==> src/hdl/lmss_pkg.sv <==
// ----------------------------------------------------------------------------
// lmss_pkg
// Shared types, constants and pattern tables for the scrolling LED matrix
// scanner.
// ----------------------------------------------------------------------------
package lmss_pkg;

   localparam int GLYPH_SLOTS = 64;
   localparam int MATRIX_SIZE = 8;

   localparam int COL_W      = $clog2(MATRIX_SIZE);
   localparam int ROW_W      = MATRIX_SIZE;
   localparam int SHIFT_W    = $clog2(ROW_W + 1);
   localparam int RAM_DEPTH  = GLYPH_SLOTS * MATRIX_SIZE;
   localparam int RAM_ADDR_W = $clog2(RAM_DEPTH);
   localparam int TEXT_LAST  = 2 * MATRIX_SIZE;
   localparam int ROT_LAST   = MATRIX_SIZE - 1;
   localparam int STEP_W     = $clog2(TEXT_LAST + 1);

   localparam int SLOT_W     = 6;
   // text slot plus one, compared against a slot count of up to 256
   localparam int SLOT_CMP_W = 9;
   localparam int COUNT_W    = 6;
   localparam int PERIOD_W   = 16;
   localparam int MODE_W     = 2;
   localparam int CSR_IDX_W  = 2;
   localparam int CSR_DATA_W = 16;

   localparam logic [COUNT_W-1:0]  RESET_CHAR_COUNT = 6'd5;
   localparam logic [PERIOD_W-1:0] RESET_PERIOD     = 16'd500;

   localparam logic [CSR_IDX_W-1:0] CSR_DISPLAY_MODE  = 2'd0;
   localparam logic [CSR_IDX_W-1:0] CSR_CHAR_COUNT    = 2'd1;
   localparam logic [CSR_IDX_W-1:0] CSR_SCROLL_PERIOD = 2'd2;

   localparam logic FUNC_TICK  = 1'b0;
   localparam logic FUNC_WRITE = 1'b1;

   typedef enum logic [MODE_W-1:0] {
      MODE_TEXT  = 2'd0,
      MODE_UP    = 2'd1,
      MODE_DOWN  = 2'd2,
      MODE_SMILE = 2'd3
   } mode_type;

   typedef enum logic [2:0] {
      ST_CLEAR,
      ST_IDLE,
      ST_TEXT,
      ST_ROT,
      ST_DONE
   } state_type;

   typedef enum logic [1:0] {
      JOB_NONE,
      JOB_TEXT,
      JOB_ROT
   } job_type;

   typedef struct packed {
      logic                  ready;
      logic                  clear_en;
      logic [RAM_ADDR_W-1:0] clear_addr;
      logic                  text_en;
      logic                  rot_en;
      logic                  last;
      logic                  finish;
      logic [STEP_W-1:0]     step;
   } seq_ctl_type;

   function automatic logic [ROW_W-1:0] up_arrow(input logic [COL_W-1:0] idx);
      logic [ROW_W-1:0] v;
      case (idx)
         3'd0, 3'd7: v = 8'b00011000;
         3'd1, 3'd6: v = 8'b00110000;
         3'd2, 3'd5: v = 8'b01100000;
         3'd3, 3'd4: v = 8'b11100000;
         default:    v = 8'b00000000;
      endcase
      return v;
   endfunction

   function automatic logic [ROW_W-1:0] down_arrow(input logic [COL_W-1:0] idx);
      logic [ROW_W-1:0] v;
      case (idx)
         3'd0, 3'd7: v = 8'b00011000;
         3'd1, 3'd6: v = 8'b00001100;
         3'd2, 3'd5: v = 8'b00000110;
         3'd3, 3'd4: v = 8'b00000011;
         default:    v = 8'b00000000;
      endcase
      return v;
   endfunction

   function automatic logic [ROW_W-1:0] smile_face(input logic [COL_W-1:0] idx);
      logic [ROW_W-1:0] v;
      case (idx)
         3'd1, 3'd6: v = 8'b00100000;
         3'd2, 3'd5: v = 8'b01000100;
         3'd3, 3'd4: v = 8'b00100010;
         default:    v = 8'b00000000;
      endcase
      return v;
   endfunction

endpackage

==> src/hdl/lmss_ram.sv <==
// ----------------------------------------------------------------------------
// lmss_ram
// Generic single-port RAM, one access a cycle, registered read; a write also reads the old word.
// ----------------------------------------------------------------------------
module lmss_ram #(
   parameter int WIDTH = 8,
   parameter int DEPTH = 512
) (
   input  logic                     clock,
   input  logic                     we,
   input  logic [$clog2(DEPTH)-1:0] addr,
   input  logic [WIDTH-1:0]         wdata,
   output logic [WIDTH-1:0]         rdata
);

   logic [WIDTH-1:0] mem [DEPTH];
   logic [WIDTH-1:0] rdata_ff;

   always_ff @(posedge clock) begin
      if (we) begin
         mem[addr] <= wdata;
      end
      rdata_ff <= mem[addr];
   end

   assign rdata = rdata_ff;

endmodule

==> src/hdl/lmss_shifter.sv <==
// ----------------------------------------------------------------------------
// lmss_shifter
// Shared funnel shifter: takes the low row of a two-row word shifted right.
// Serves both the text scroll blend and the arrow rotations.
// ----------------------------------------------------------------------------
module lmss_shifter (
   input  logic [2*lmss_pkg::ROW_W-1:0]  din,
   input  logic [lmss_pkg::SHIFT_W-1:0]  amount,
   output logic [lmss_pkg::ROW_W-1:0]    dout
);

   logic [2*lmss_pkg::ROW_W-1:0] shifted;

   assign shifted = din >> amount;
   assign dout    = shifted[lmss_pkg::ROW_W-1:0];

endmodule

==> src/hdl/lmss_sequencer.sv <==
// ----------------------------------------------------------------------------
// lmss_sequencer
// Control state machine: store clearing sweep, request intake, step counter
// for the frame update passes and the hand-off to the result register.
// ----------------------------------------------------------------------------
module lmss_sequencer (
   input  logic                  clock,
   input  logic                  reset,
   input  logic                  start,
   input  lmss_pkg::job_type     start_job,
   input  logic                  rsp_free,
   output lmss_pkg::seq_ctl_type ctl
);

   lmss_pkg::state_type                state_ff, state_in;
   logic [lmss_pkg::STEP_W-1:0]        step_ff, step_in;
   logic [lmss_pkg::RAM_ADDR_W-1:0]    clr_ff, clr_in;

   always_ff @(posedge clock) begin
      if (reset) begin
         state_ff <= lmss_pkg::ST_CLEAR;
         step_ff  <= '0;
         clr_ff   <= '0;
      end else begin
         state_ff <= state_in;
         step_ff  <= step_in;
         clr_ff   <= clr_in;
      end
   end

   always_comb begin
      state_in       = state_ff;
      step_in        = step_ff;
      clr_in         = clr_ff;
      ctl            = '0;
      ctl.step       = step_ff;
      ctl.clear_addr = clr_ff;
      case (state_ff)
         lmss_pkg::ST_CLEAR: begin
            ctl.clear_en = 1'b1;
            clr_in       = clr_ff + 1'b1;
            if (clr_ff == lmss_pkg::RAM_ADDR_W'(lmss_pkg::RAM_DEPTH - 1)) begin
               state_in = lmss_pkg::ST_IDLE;
            end
         end
         lmss_pkg::ST_IDLE: begin
            ctl.ready = 1'b1;
            if (start) begin
               step_in = '0;
               case (start_job)
                  lmss_pkg::JOB_TEXT: state_in = lmss_pkg::ST_TEXT;
                  lmss_pkg::JOB_ROT:  state_in = lmss_pkg::ST_ROT;
                  default:            state_in = lmss_pkg::ST_DONE;
               endcase
            end
         end
         lmss_pkg::ST_TEXT: begin
            ctl.text_en = 1'b1;
            step_in     = step_ff + 1'b1;
            if (step_ff == lmss_pkg::STEP_W'(lmss_pkg::TEXT_LAST)) begin
               ctl.last = 1'b1;
               state_in = lmss_pkg::ST_DONE;
            end
         end
         lmss_pkg::ST_ROT: begin
            ctl.rot_en = 1'b1;
            step_in    = step_ff + 1'b1;
            if (step_ff == lmss_pkg::STEP_W'(lmss_pkg::ROT_LAST)) begin
               ctl.last = 1'b1;
               state_in = lmss_pkg::ST_DONE;
            end
         end
         lmss_pkg::ST_DONE: begin
            if (rsp_free) begin
               ctl.finish = 1'b1;
               state_in   = lmss_pkg::ST_IDLE;
            end
         end
         default: begin
            state_in = lmss_pkg::ST_IDLE;
         end
      endcase
   end

endmodule

==> src/hdl/led_matrix_scroll_scanner.sv <==
// ----------------------------------------------------------------------------
// led_matrix_scroll_scanner
// Column-multiplexed 8x8 LED matrix driver with text scroll, rotating arrows
// and a static smile, fed by tick and glyph column write requests.
// ----------------------------------------------------------------------------
//  channel  direction  ports                                    handshake
//  req      in         func, glyph_slot, glyph_column, glyph_bits  req_valid/req_ready
//  rsp      out        column_drive, row_drive, frame_updated      rsp_valid/rsp_ready
//  csr      in         index, data                                 csr_valid/csr_ready
//
//  a glyph write or a tick without frame update goes from accept straight to
//  the final step, which loads the result register; an arrow update first
//  rewrites the frame columns through the shared funnel shifter, a text update
//  pairs single-port glyph store reads through it; the next request is taken
//  once the block is back in idle. after reset a clearing pass zeroes the
//  glyph store with req_ready low; csr writes are taken at all times.
//  a request is taken while the previous result still waits in the output
//  register; a stalled result holds the block in its final step.
// ----------------------------------------------------------------------------
module led_matrix_scroll_scanner (
   input  logic                              clock,
   input  logic                              reset,

   input  logic                              req_valid,
   output logic                              req_ready,
   input  logic                              req_func,
   input  logic [lmss_pkg::SLOT_W-1:0]       req_glyph_slot,
   input  logic [lmss_pkg::COL_W-1:0]        req_glyph_column,
   input  logic [lmss_pkg::ROW_W-1:0]        req_glyph_bits,

   output logic                              rsp_valid,
   input  logic                              rsp_ready,
   output logic [lmss_pkg::ROW_W-1:0]        rsp_column_drive,
   output logic [lmss_pkg::ROW_W-1:0]        rsp_row_drive,
   output logic                              rsp_frame_updated,

   input  logic                              csr_valid,
   output logic                              csr_ready,
   input  logic [lmss_pkg::CSR_IDX_W-1:0]    csr_index,
   input  logic [lmss_pkg::CSR_DATA_W-1:0]   csr_data
);

   // configuration
   lmss_pkg::mode_type                 display_mode_ff;
   logic [lmss_pkg::COUNT_W-1:0]       char_count_ff;
   logic [lmss_pkg::PERIOD_W-1:0]      scroll_period_ff;

   // display state
   logic [lmss_pkg::ROW_W-1:0]         frame_ff [lmss_pkg::MATRIX_SIZE];
   logic [lmss_pkg::PERIOD_W-1:0]      tick_count_ff;
   logic [lmss_pkg::COL_W-1:0]         scan_ff;
   logic [lmss_pkg::COL_W-1:0]         text_shift_ff;
   logic [lmss_pkg::SLOT_W-1:0]        text_slot_ff;
   logic [lmss_pkg::COL_W-1:0]         up_shift_ff;
   logic [lmss_pkg::COL_W-1:0]         down_shift_ff;

   // request in flight
   logic                               is_write_ff;
   logic                               upd_ff;

   // text pass datapath
   logic [lmss_pkg::ROW_W-1:0]         a_ff;
   logic                               blank_ff;

   // result register
   logic                               rsp_valid_ff;
   logic [lmss_pkg::ROW_W-1:0]         col_drive_ff;
   logic [lmss_pkg::ROW_W-1:0]         row_drive_ff;
   logic                               frame_upd_ff;

   lmss_pkg::seq_ctl_type              ctl;
   lmss_pkg::job_type                  job;
   logic                               accept;
   logic                               rsp_free;
   logic [lmss_pkg::PERIOD_W-1:0]      tick_sum;
   logic                               period_hit;
   logic                               do_update;

   logic                               ram_we;
   logic [lmss_pkg::RAM_ADDR_W-1:0]    ram_addr;
   logic [lmss_pkg::ROW_W-1:0]         ram_wdata;
   logic [lmss_pkg::ROW_W-1:0]         ram_rdata;
   logic [lmss_pkg::ROW_W-1:0]         rd_val;
   logic                               wr_slot_ok;
   logic [lmss_pkg::SLOT_W:0]          rd_slot;
   logic                               rd_slot_ok;

   logic [2*lmss_pkg::ROW_W-1:0]       sh_din;
   logic [lmss_pkg::SHIFT_W-1:0]       sh_amount;
   logic [lmss_pkg::ROW_W-1:0]         sh_dout;
   logic [lmss_pkg::ROW_W-1:0]         arrow_col;
   logic [lmss_pkg::COL_W-1:0]         text_col;
   logic [lmss_pkg::SLOT_W:0]          slot_inc;
   logic                               slot_wrap;

   logic [lmss_pkg::ROW_W-1:0]         rows_now;
   logic [lmss_pkg::ROW_W-1:0]         drive_now;

   assign accept    = req_valid && req_ready;
   assign req_ready = ctl.ready;
   assign csr_ready = 1'b1;
   assign rsp_free  = !rsp_valid_ff || rsp_ready;

   assign tick_sum   = tick_count_ff + 1'b1;
   assign period_hit = tick_sum >= scroll_period_ff;
   assign do_update  = period_hit && (display_mode_ff != lmss_pkg::MODE_SMILE);

   always_comb begin
      job = lmss_pkg::JOB_NONE;
      if (req_func == lmss_pkg::FUNC_TICK && do_update) begin
         job = (display_mode_ff == lmss_pkg::MODE_TEXT) ? lmss_pkg::JOB_TEXT
                                                        : lmss_pkg::JOB_ROT;
      end
   end

   lmss_sequencer u_seq (
      .clock     (clock),
      .reset     (reset),
      .start     (accept),
      .start_job (job),
      .rsp_free  (rsp_free),
      .ctl       (ctl)
   );

   // glyph store port: clearing sweep, text reads or request writes
   assign wr_slot_ok = lmss_pkg::SLOT_CMP_W'(req_glyph_slot)
                       < lmss_pkg::SLOT_CMP_W'(lmss_pkg::GLYPH_SLOTS);
   // even steps read the current slot, odd steps the next one
   assign rd_slot    = ctl.step[0] ? ({1'b0, text_slot_ff} + 1'b1) : {1'b0, text_slot_ff};
   assign rd_slot_ok = lmss_pkg::SLOT_CMP_W'(rd_slot)
                       < lmss_pkg::SLOT_CMP_W'(lmss_pkg::GLYPH_SLOTS);

   always_comb begin
      ram_we    = 1'b0;
      ram_addr  = lmss_pkg::RAM_ADDR_W'({req_glyph_slot, req_glyph_column});
      ram_wdata = req_glyph_bits;
      if (ctl.clear_en) begin
         ram_we    = 1'b1;
         ram_addr  = ctl.clear_addr;
         ram_wdata = '0;
      end else if (ctl.text_en) begin
         ram_addr = lmss_pkg::RAM_ADDR_W'({rd_slot, ctl.step[lmss_pkg::COL_W:1]});
      end else begin
         ram_we = accept && (req_func == lmss_pkg::FUNC_WRITE) && wr_slot_ok;
      end
   end

   lmss_ram #(
      .WIDTH (lmss_pkg::ROW_W),
      .DEPTH (lmss_pkg::RAM_DEPTH)
   ) u_store (
      .clock (clock),
      .we    (ram_we),
      .addr  (ram_addr),
      .wdata (ram_wdata),
      .rdata (ram_rdata)
   );

   assign rd_val = blank_ff ? '0 : ram_rdata;

   // shared shifter operands
   always_comb begin
      if (display_mode_ff == lmss_pkg::MODE_UP) begin
         arrow_col = lmss_pkg::up_arrow(ctl.step[lmss_pkg::COL_W-1:0]);
      end else begin
         arrow_col = lmss_pkg::down_arrow(ctl.step[lmss_pkg::COL_W-1:0]);
      end
      if (ctl.text_en) begin
         sh_din    = {rd_val, a_ff};
         sh_amount = {1'b0, text_shift_ff};
      end else begin
         sh_din = {arrow_col, arrow_col};
         if (display_mode_ff == lmss_pkg::MODE_UP) begin
            sh_amount = {1'b0, up_shift_ff};
         end else begin
            // rotate left by s is a right funnel shift by 8 - s
            sh_amount = lmss_pkg::SHIFT_W'(lmss_pkg::ROW_W) - {1'b0, down_shift_ff};
         end
      end
   end

   lmss_shifter u_shift (
      .din    (sh_din),
      .amount (sh_amount),
      .dout   (sh_dout)
   );

   // column finished on an even step, one behind the pair of reads
   assign text_col  = lmss_pkg::COL_W'(ctl.step[lmss_pkg::STEP_W-1:1] - 1'b1);
   assign slot_inc  = {1'b0, text_slot_ff} + 1'b1;
   assign slot_wrap = (slot_inc > {1'b0, char_count_ff})
                      || (slot_inc > (lmss_pkg::SLOT_W+1)'(2**lmss_pkg::SLOT_W - 1));

   // result of the request in flight
   always_comb begin
      if (display_mode_ff == lmss_pkg::MODE_SMILE) begin
         rows_now = lmss_pkg::smile_face(scan_ff);
      end else begin
         rows_now = frame_ff[scan_ff];
      end
      drive_now = ~(lmss_pkg::ROW_W'(1) << scan_ff);
   end

   always_ff @(posedge clock) begin
      if (reset) begin
         display_mode_ff  <= lmss_pkg::MODE_TEXT;
         char_count_ff    <= lmss_pkg::RESET_CHAR_COUNT;
         scroll_period_ff <= lmss_pkg::RESET_PERIOD;
         tick_count_ff    <= '0;
         scan_ff          <= '0;
         text_shift_ff    <= '0;
         text_slot_ff     <= '0;
         up_shift_ff      <= '0;
         down_shift_ff    <= '0;
         rsp_valid_ff     <= 1'b0;
         for (int i = 0; i < lmss_pkg::MATRIX_SIZE; i++) begin
            frame_ff[i] <= '0;
         end
      end else begin
         if (csr_valid && csr_ready) begin
            case (csr_index)
               lmss_pkg::CSR_DISPLAY_MODE:
                  display_mode_ff <= lmss_pkg::mode_type'(csr_data[lmss_pkg::MODE_W-1:0]);
               lmss_pkg::CSR_CHAR_COUNT:
                  char_count_ff <= csr_data[lmss_pkg::COUNT_W-1:0];
               lmss_pkg::CSR_SCROLL_PERIOD:
                  scroll_period_ff <= csr_data[lmss_pkg::PERIOD_W-1:0];
               default: ;
            endcase
         end

         if (accept && req_func == lmss_pkg::FUNC_TICK) begin
            tick_count_ff <= period_hit ? '0 : tick_sum;
         end

         if (ctl.text_en && ctl.step != '0 && !ctl.step[0]) begin
            frame_ff[text_col] <= sh_dout;
         end
         if (ctl.rot_en) begin
            frame_ff[ctl.step[lmss_pkg::COL_W-1:0]] <= sh_dout;
         end

         if (ctl.text_en && ctl.last) begin
            text_shift_ff <= text_shift_ff + 1'b1;
            if (text_shift_ff == '1) begin
               text_slot_ff <= slot_wrap ? '0 : slot_inc[lmss_pkg::SLOT_W-1:0];
            end
         end
         if (ctl.rot_en && ctl.last) begin
            if (display_mode_ff == lmss_pkg::MODE_UP) begin
               up_shift_ff <= up_shift_ff + 1'b1;
            end else begin
               down_shift_ff <= down_shift_ff + 1'b1;
            end
         end

         if (ctl.finish) begin
            rsp_valid_ff <= 1'b1;
            if (!is_write_ff) begin
               scan_ff <= scan_ff + 1'b1;
            end
         end else if (rsp_ready) begin
            rsp_valid_ff <= 1'b0;
         end
      end
   end

   // payload registers
   always_ff @(posedge clock) begin
      if (accept) begin
         is_write_ff <= req_func;
         upd_ff      <= (req_func == lmss_pkg::FUNC_TICK) && do_update;
      end
      blank_ff <= !rd_slot_ok;
      if (ctl.text_en && ctl.step[0]) begin
         a_ff <= rd_val;
      end
      if (ctl.finish) begin
         if (is_write_ff) begin
            col_drive_ff <= '1;
            row_drive_ff <= '0;
            frame_upd_ff <= 1'b0;
         end else begin
            col_drive_ff <= drive_now;
            row_drive_ff <= rows_now;
            frame_upd_ff <= upd_ff;
         end
      end
   end

   assign rsp_valid         = rsp_valid_ff;
   assign rsp_column_drive  = col_drive_ff;
   assign rsp_row_drive     = row_drive_ff;
   assign rsp_frame_updated = frame_upd_ff;

   // no result may appear while the glyph store is still being cleared
   a_no_rsp_while_clear: assert property (@(posedge clock) disable iff (reset)
      ctl.clear_en |-> !rsp_valid)
      else $error("result valid during glyph store clearing");

   // at most one column is driven low
   a_one_column: assert property (@(posedge clock) disable iff (reset)
      rsp_valid |-> $onehot0(~rsp_column_drive))
      else $error("more than one column driven");

   // a new result only comes from the final sequencer step
   a_rsp_from_finish: assert property (@(posedge clock) disable iff (reset)
      $rose(rsp_valid) |-> $past(ctl.finish))
      else $error("result raised outside the finish step");

endmodule

==> config.mk <==
export PLATFORM = sky130hd
export DESIGN_NAME = led_matrix_scroll_scanner
export DESIGN_NICKNAME = d
export VERILOG_FILES = /design/src/hdl/lmss_pkg.sv /design/src/hdl/lmss_ram.sv /design/src/hdl/lmss_shifter.sv /design/src/hdl/lmss_sequencer.sv /design/src/hdl/led_matrix_scroll_scanner.sv
export SDC_FILE = /design/constraint.sdc
export NUM_CORES = 2
export LEC_CHECK = 0
export BUFFER_PORTS_ARGS = -buffer_cell sky130_fd_sc_hd__buf_2
export CAP_MARGIN = 20
export CELL_PAD_IN_SITES_DETAIL_PLACEMENT = 0
export CELL_PAD_IN_SITES_GLOBAL_PLACEMENT = 2
export CORE_MARGIN = 3
export CORE_UTILIZATION = 42
export DETAILED_ROUTE_END_ITERATION = 8
export MAX_ROUTING_LAYER = met4
export PLACE_DENSITY = 0.76
export SLEW_MARGIN = 20
export SYNTH_ARGS = -nofsm -noshare
export SYNTH_HDL_FRONTEND = slang
export SYNTH_MEMORY_MAX_BITS = 65536
export SYNTH_SLANG_ARGS = --single-unit
export TNS_END_PERCENT = 1
==> constraint.sdc <==
create_clock -name clock -period 15.6 [get_ports clock]
set_clock_uncertainty 0.05 [all_clocks]
set_input_delay 0.78 -clock clock [delete_from_list [all_inputs] [get_ports clock]]
set_output_delay 0.78 -clock clock [all_outputs]
set_load 0.1 [all_outputs]
# Word level (Yosys, flattened, before mapping)
# Memories as Yosys holds them, arrays and structs flattened. A register that Yosys moved wholly into a read port is not among the register bits.
# Cells that the tools add are included.
[word_totals] reg_bits=104 ram_bits=4160 mem_bits_ro=80 inputBits=41 memories=4
[classes] addsub=10 n_lt_le_gt_ge=4 n_eq_ne=26 shifts=2 mux=59 bitwise=4 reduce_logical=36
[mem_list] memory="u_store.mem" words=512 width=8 rd=1 rd_clocked_by_memory_dff=1 wr=1 line_no="lmss_ram.sv:16" source="logic [WIDTH-1:0] mem [DEPTH];"
[mem_list] memory="frame_ff" words=8 width=8 rd=1 rd_clocked_by_memory_dff=1 wr=8 line_no="led_matrix_scroll_scanner.sv:49" source="logic [lmss_pkg::ROW_W-1:0] frame_ff [lmss_pkg::MATRIX_SIZE];"
[mem_list] memory="(name not given)" words=8 width=5 rd=1 rd_clocked_by_memory_dff=1 wr=0 line_no="lmss_pkg.sv:73" source="case (idx)"
[mem_list] memory="(name not given)" words=8 width=5 rd=1 rd_clocked_by_memory_dff=1 wr=0 line_no="lmss_pkg.sv:85" source="case (idx)"
[op_table] op="8-bit 2-to-1 mux" count=6
[op_table] op="3-bit 2-to-1 mux" count=13
[op_table] op="16-bit 2-to-1 mux" count=2
[op_table] op="1-bit 2-to-1 mux" count=24
[op_table] op="7-bit case mux with 3 select lines" count=1
[op_table] op="9-bit 2-to-1 mux" count=2
[op_table] op="16-bit by 1-bit adder with 16-bit output (second input constant)" count=1
[op_table] op="16-bit >= comparator" count=1
[op_table] op="2-bit AND reduction" count=8
[op_table] op="8-bit OR reduction" count=2
[op_table] op="16-bit by 4-bit right shift with 8-bit output" count=1
[op_table] op="3-bit == test (second input constant)" count=5
[op_table] op="3-bit case mux with 5 select lines" count=1
[op_table] op="3-bit by 1-bit adder with 3-bit output (second input constant)" count=4
[op_table] op="3-bit by 2-bit == test with 1-bit output (second input constant)" count=4
[op_table] op="1-bit logical AND" count=10
[op_table] op="5-bit case mux with 2 select lines" count=1
[op_table] op="9-bit by 1-bit adder with 9-bit output (second input constant)" count=1
[op_table] op="9-bit == test (second input constant)" count=1
[op_table] op="4-bit 2-to-1 mux" count=2
[op_table] op="8-bit inverter" count=1
[op_table] op="2-bit OR reduction" count=4
[op_table] op="1-bit by 3-bit left shift with 8-bit output (first input constant)" count=1
[op_table] op="6-bit by 1-bit adder with 7-bit output (second input constant)" count=1
[op_table] op="27 further kinds" count=44

# Logic depth before layout (Yosys ltp)
[logic_depth] depth_word=10 mapped_depth=19

# Modules after synthesis
# Synthesis repeated with hierarchy kept, for this count alone.
[unflattened] hier_cells=8516 hier_area_um2=167971.1
[by_module_without_submodules] mod="lmss_ram" instances=1 cells_each=7575 area_each_um2=158359.4 seq_area_each_um2=123158.1
[by_module_without_submodules] mod="led_matrix_scroll_scanner" instances=1 cells_each=777 area_each_um2=8171.6 seq_area_each_um2=3993.8
[by_module_without_submodules] mod="lmss_sequencer" instances=1 cells_each=103 area_each_um2=917.1 seq_area_each_um2=340.3
[by_module_without_submodules] mod="lmss_shifter" instances=1 cells_each=61 area_each_um2=523.0 seq_area_each_um2=0.0

# Worst setup path before layout
# OpenSTA, ideal clock, no wires.
[synth_path] kind="reg2reg" start="register u_seq.state_ff[0]" end="memory u_store.mem[0][0], data pin" t_arrival_ps=14305 required_ps=12861 setup_slack_ps=-1444 stages_incl_launch_ff=10 n_path_buf=6 path_cell_list="dfxtp_1 buf_2 or2_1 buf_4 clkbuf_1 buf_1 clkbuf_1 nor2_1 clkbuf_1 nor2b_1"
[synth_via] elab_chain_len=3
[synth_lines] element="start, declared" line_no="lmss_sequencer.sv:15" source="lmss_pkg::state_type state_ff, state_in;"
[synth_lines] element="start signal, assigned" line_no="lmss_sequencer.sv:21" source="state_ff <= lmss_pkg::ST_CLEAR;"
[synth_lines] element="start signal, assigned" line_no="lmss_sequencer.sv:25" source="state_ff <= state_in;"
[synth_lines] element="3-bit zero test" line_no="lmss_sequencer.sv:38" source="case (state_ff)"
[synth_lines] element="1-bit 2-to-1 mux" line_no="lmss_sequencer.sv:38"
[synth_lines] element="8-bit 2-to-1 mux" line_no="led_matrix_scroll_scanner.sv:137" source="if (ctl.clear_en) begin"
[synth_lines] element="named net ram_wdata (one bit)" line_no="led_matrix_scroll_scanner.sv:81" source="logic [lmss_pkg::ROW_W-1:0] ram_wdata;"
[synth_lines] element="end, declared" line_no="lmss_ram.sv:16"
# The timed path passes the listed nets, and every way through them passes these cells.

# Worst setup path after layout
[layout_path] start="register u_seq.state_ff[0]" end="register u_store.rdata_ff[7] (netlist: u_store.rdata[7]), read port of u_store.mem"
[layout_via] elab_chain_len=4
[layout_lines] element="3-bit by 2-bit == test with 1-bit output" line_no="lmss_sequencer.sv:38"
[layout_lines] element="1-bit 2-to-1 mux" line_no="lmss_sequencer.sv:38"
[layout_lines] element="9-bit 2-to-1 mux" line_no="led_matrix_scroll_scanner.sv:141" source="end else if (ctl.text_en) begin"
[layout_lines] element="9-bit 2-to-1 mux (*)" line_no="led_matrix_scroll_scanner.sv:137"
[layout_lines] element="end, declared" line_no="lmss_ram.sv:17" source="logic [WIDTH-1:0] rdata_ff;"
# Mark *: on every way between the ends. The rest lies on a longest branch, timed or not.
# A chain may end at the register's enable or synchronous reset.

==> flow_metrics.env <==
export IMPL_critPathMaxFanout=78
export IMPL_period_share=0.449
export IMPL_die_area_um2=416000
export IMPL_cts_buffers=448
export IMPL_port_buffers=59
export IMPL_drive_gt1_frac=0.113
export IMPL_min_path_type="primary input to register"
export IMPL_path_cells="or2_4, buf_12, o21ai_4, buf_4, nand2_2, buf_4, a211oi_1, nor4_1, o22ai_1, or4_1, or4_1, or4_1"
export IMPL_vias_per_cell=5.98
export IMPL_ys_async_sr_fraction=0
export IMPL_drv_cap=0
export IMPL_arrival_ps=7830
export IMPL_cts_root_buf="clkbuf_16"
export IMPL_vias=106000
export IMPL_hold_buffers=15
export IMPL_power_leakage_nw=64.5
export IMPL_drc=0
export IMPL_ys_warn_count=0
export IMPL_postCtsResizedCells=0
export IMPL_rows=234
export IMPL_grt_max_degree=196
export IMPL_grt_overflow=0
export IMPL_initial_core_util=0.422
export IMPL_min_from="csr_data[4]"
export IMPL_clk_path_buf_depth=4
export IMPL_fin_util=0.475
export IMPL_cp_top_family="simple AND/OR/NAND/NOR gates"
export IMPL_setup_viol=0
export IMPL_finalWirelength_mm=542
export IMPL_track_usage=0.262
export IMPL_cp_required_ps=16420
export IMPL_cts_clk_slew_worst_paths_ps=70
export IMPL_worst_pin_slew_ps=1320
export IMPL_grt_pass1_vias=101000
export IMPL_worstHoldPathCells=3
export IMPL_yosysSeqAreaShare=0.744
export IMPL_crit_type="register to register"
export IMPL_final_common_cell="edfxtp_1"
export IMPL_outcome="finished, final reports clean"
export IMPL_synth_edf_count=4187
export IMPL_p_per_area_nw_per_um2=128
export IMPL_die_width_um=645
export IMPL_final_net_count=12000
export IMPL_regToRegSetupSlack_ps=8590
export IMPL_ios=61
export IMPL_ir_drop_uv=104
export IMPL_gp_routability_congestion=0.853
export IMPL_syn_area_um2=172000
export IMPL_yosysUniqueCellTypes=84
export IMPL_rsz0062_at_grt="no"
export IMPL_worst_r2r_startpoint="u_seq.state_ff[0]"
export IMPL_rr_endpoint="u_store.rdata[7]"
export IMPL_ys_flop_type="edfxtp_1"
export IMPL_clock_latency_ps=1000
export IMPL_hold_viol=0
export IMPL_start_kind="register"
export IMPL_avgSynthCellArea_um2=14.4
export IMPL_cp_num_buf_inv=3
export IMPL_postCtsSetupBuffers=0
export IMPL_finalMaxSlewViolations=0
export IMPL_layout_common_cells="edfxtp_1 (4,187), nand2_1 (2,552), nand3_1 (1,557)"
export IMPL_coreArea_um2=406000
export IMPL_h_tree_depth=5
export IMPL_first_iter_violations=13900
export IMPL_place_detailed_hpwl_mm=318
export IMPL_relSlewSlack=0.110
export IMPL_synth_nets=12000
export IMPL_grt_pass1_wl_mm=766
export IMPL_cp_slowest_cell="dfxtp_1"
export IMPL_postSynthCellCount=11900
export IMPL_fmax_mhz=143
export IMPL_whs_endpoint="scroll_period_ff[4]"
export IMPL_ys_ff_latch=4281
export IMPL_path_common_cell="or4_1"
export IMPL_clock_sinks=4281
export IMPL_dr_pass1_iters=6
export IMPL_die_h_um=645
export IMPL_worst_hold_slack_ps=76.8
export IMPL_worstRegToRegCells=12
export IMPL_cp_slowest_stage_delay_ps=760
export IMPL_antenna_found_initial=34
export IMPL_critPathCaptureType="register"
export IMPL_fillerInstances=34900
export IMPL_worst_path_stages=12
export IMPL_ant_nets=0
export IMPL_period_minus_slack_ps=7010
export IMPL_syn_to_final_growth_pct=12.4
export IMPL_cts_tree="done"
export IMPL_drt_wirelength_per_cell_um=30.5
worst reg2reg max path, cell delays in order (launching register included):
cell and delay (ps):
dfxtp_1 760, or2_4 640, buf_12 570, o21ai_4 340
buf_4 350, nand2_2 610, buf_4 570, a211oi_1 100
nor4_1 580, o22ai_1 490, or4_1 650, or4_1 610
or4_1 580
registers in the layout, indices dropped and copies added (netlist names), 2 cells and up, named ones only:
register          flops
tick_count_ff        16
rsp_row_drive         8
display_mode_ff       2
u_store.mem        4096
u_seq.clr_ff          9
u_seq.step_ff         5
u_store.rdata         8
a_ff                  8
frame_ff             64
down_shift_ff         3
scan_ff               3
u_seq.state_ff        3
rsp_column_drive      8
up_shift_ff           3
text_shift_ff         3
char_count_ff         6
text_slot_ff          6
scroll_period_ff     16
worst max path at each step:
stage | from | end
after floorplan | u_seq.state_ff[0] | u_store.mem[0][0]
after detailed placement | u_seq.state_ff[1] | u_store.rdata[7]
after global placement | req_glyph_column[1] | u_store.rdata[2]
final | u_seq.state_ff[0] | u_store.rdata[7]
after CTS | u_seq.state_ff[1] | u_store.rdata[7]
after global routing | u_seq.state_ff[1] | u_store.rdata[7]
metrics by stage:
step	std cells	setup TNS (ps)	setup slack, ps	instance area, um^2	power (W)
6_report	17800	0	8590	193000	0.0248
5_1_grt	17800	0	8390	193000	0.0254
4_1_cts	17700	0	8660	193000	0.0249
3_5_place_dp	16900	0	8690	178000	0.0142
3_3_place_gp	16900	0	8510	178000	0.0142
2_1_floorplan	11900	-5817760	-1440	172000	0.0136
power by group:
part	internal [W]	total, W	switching (W)
sequential	0.0124	0.0125	0.0000327
combinational	0.000427	0.00146	0.00103
clock	0.00632	0.0108	0.00452
synthesized netlist by cell type, drive strengths merged (15+ instances only):
library cell / instances / area, um^2
dfxtp: 94 / 1880
a21o: 15 / 113
o211ai: 32 / 240
a22o: 24 / 210
a311oi: 67 / 587
clkbuf: 286 / 1070
edfxtp: 4187 / 126000
mux4: 313 / 7050
a31oi: 44 / 275
o22ai: 25 / 156
nor4: 37 / 231
o21ai: 65 / 329
and3: 21 / 131
ha: 46 / 576
or4: 16 / 120
mux2i: 209 / 2090
a32o: 15 / 150
a221oi: 42 / 368
nor3: 31 / 155
a211oi: 105 / 788
xor2: 29 / 254
and2: 16 / 100
nor2: 694 / 2610
a32oi: 67 / 587
nand4: 87 / 544
a22oi: 133 / 998
o211a: 70 / 701
a41oi: 66 / 578
a21oi: 216 / 1080
nand2: 2574 / 9660
nand3: 1558 / 7800
nor2b: 26 / 163
inv: 43 / 161
buf: 529 / 2750
metal layers:
layer | part of all wire | global-route usage | vias up
met5 | 0 | - | -
met4 | 0.037 | 0.0883 | 0
met3 | 0.089 | 0.0450 | 901
met2 | 0.47 | 0.403 | 5311
met1 | 0.40 | 0.355 | 54900
li1 | - | - | 45100
area by class of cell:
type	count	area (um^2)	share of cell area
sequential	4281	128000	0.662
multi-input combinational	6799	40600	0.211
clock buffer	551	11900	0.0615
tap	5428	6790	0.0352
clock inverter	285	2970	0.0154
timing repair buffer	331	2750	0.0143
inverter	43	161	0.000837
antenna	47	118	0.000610
cell families after synthesis:
kind of cell	after synthesis	synth area share
AO/OA/AOI/OAI	1067	0.0459
other	1	0.0000219
adder cells (fa/ha/maj)	46	0.00335
AND/OR/NAND/NOR	5109	0.128
XOR/XNOR	41	0.00209
buffers and inverters	858	0.0232
multiplexers	535	0.0541
flip-flops	4281	0.744
No activity file was read; power rests on OpenSTA's default activity.
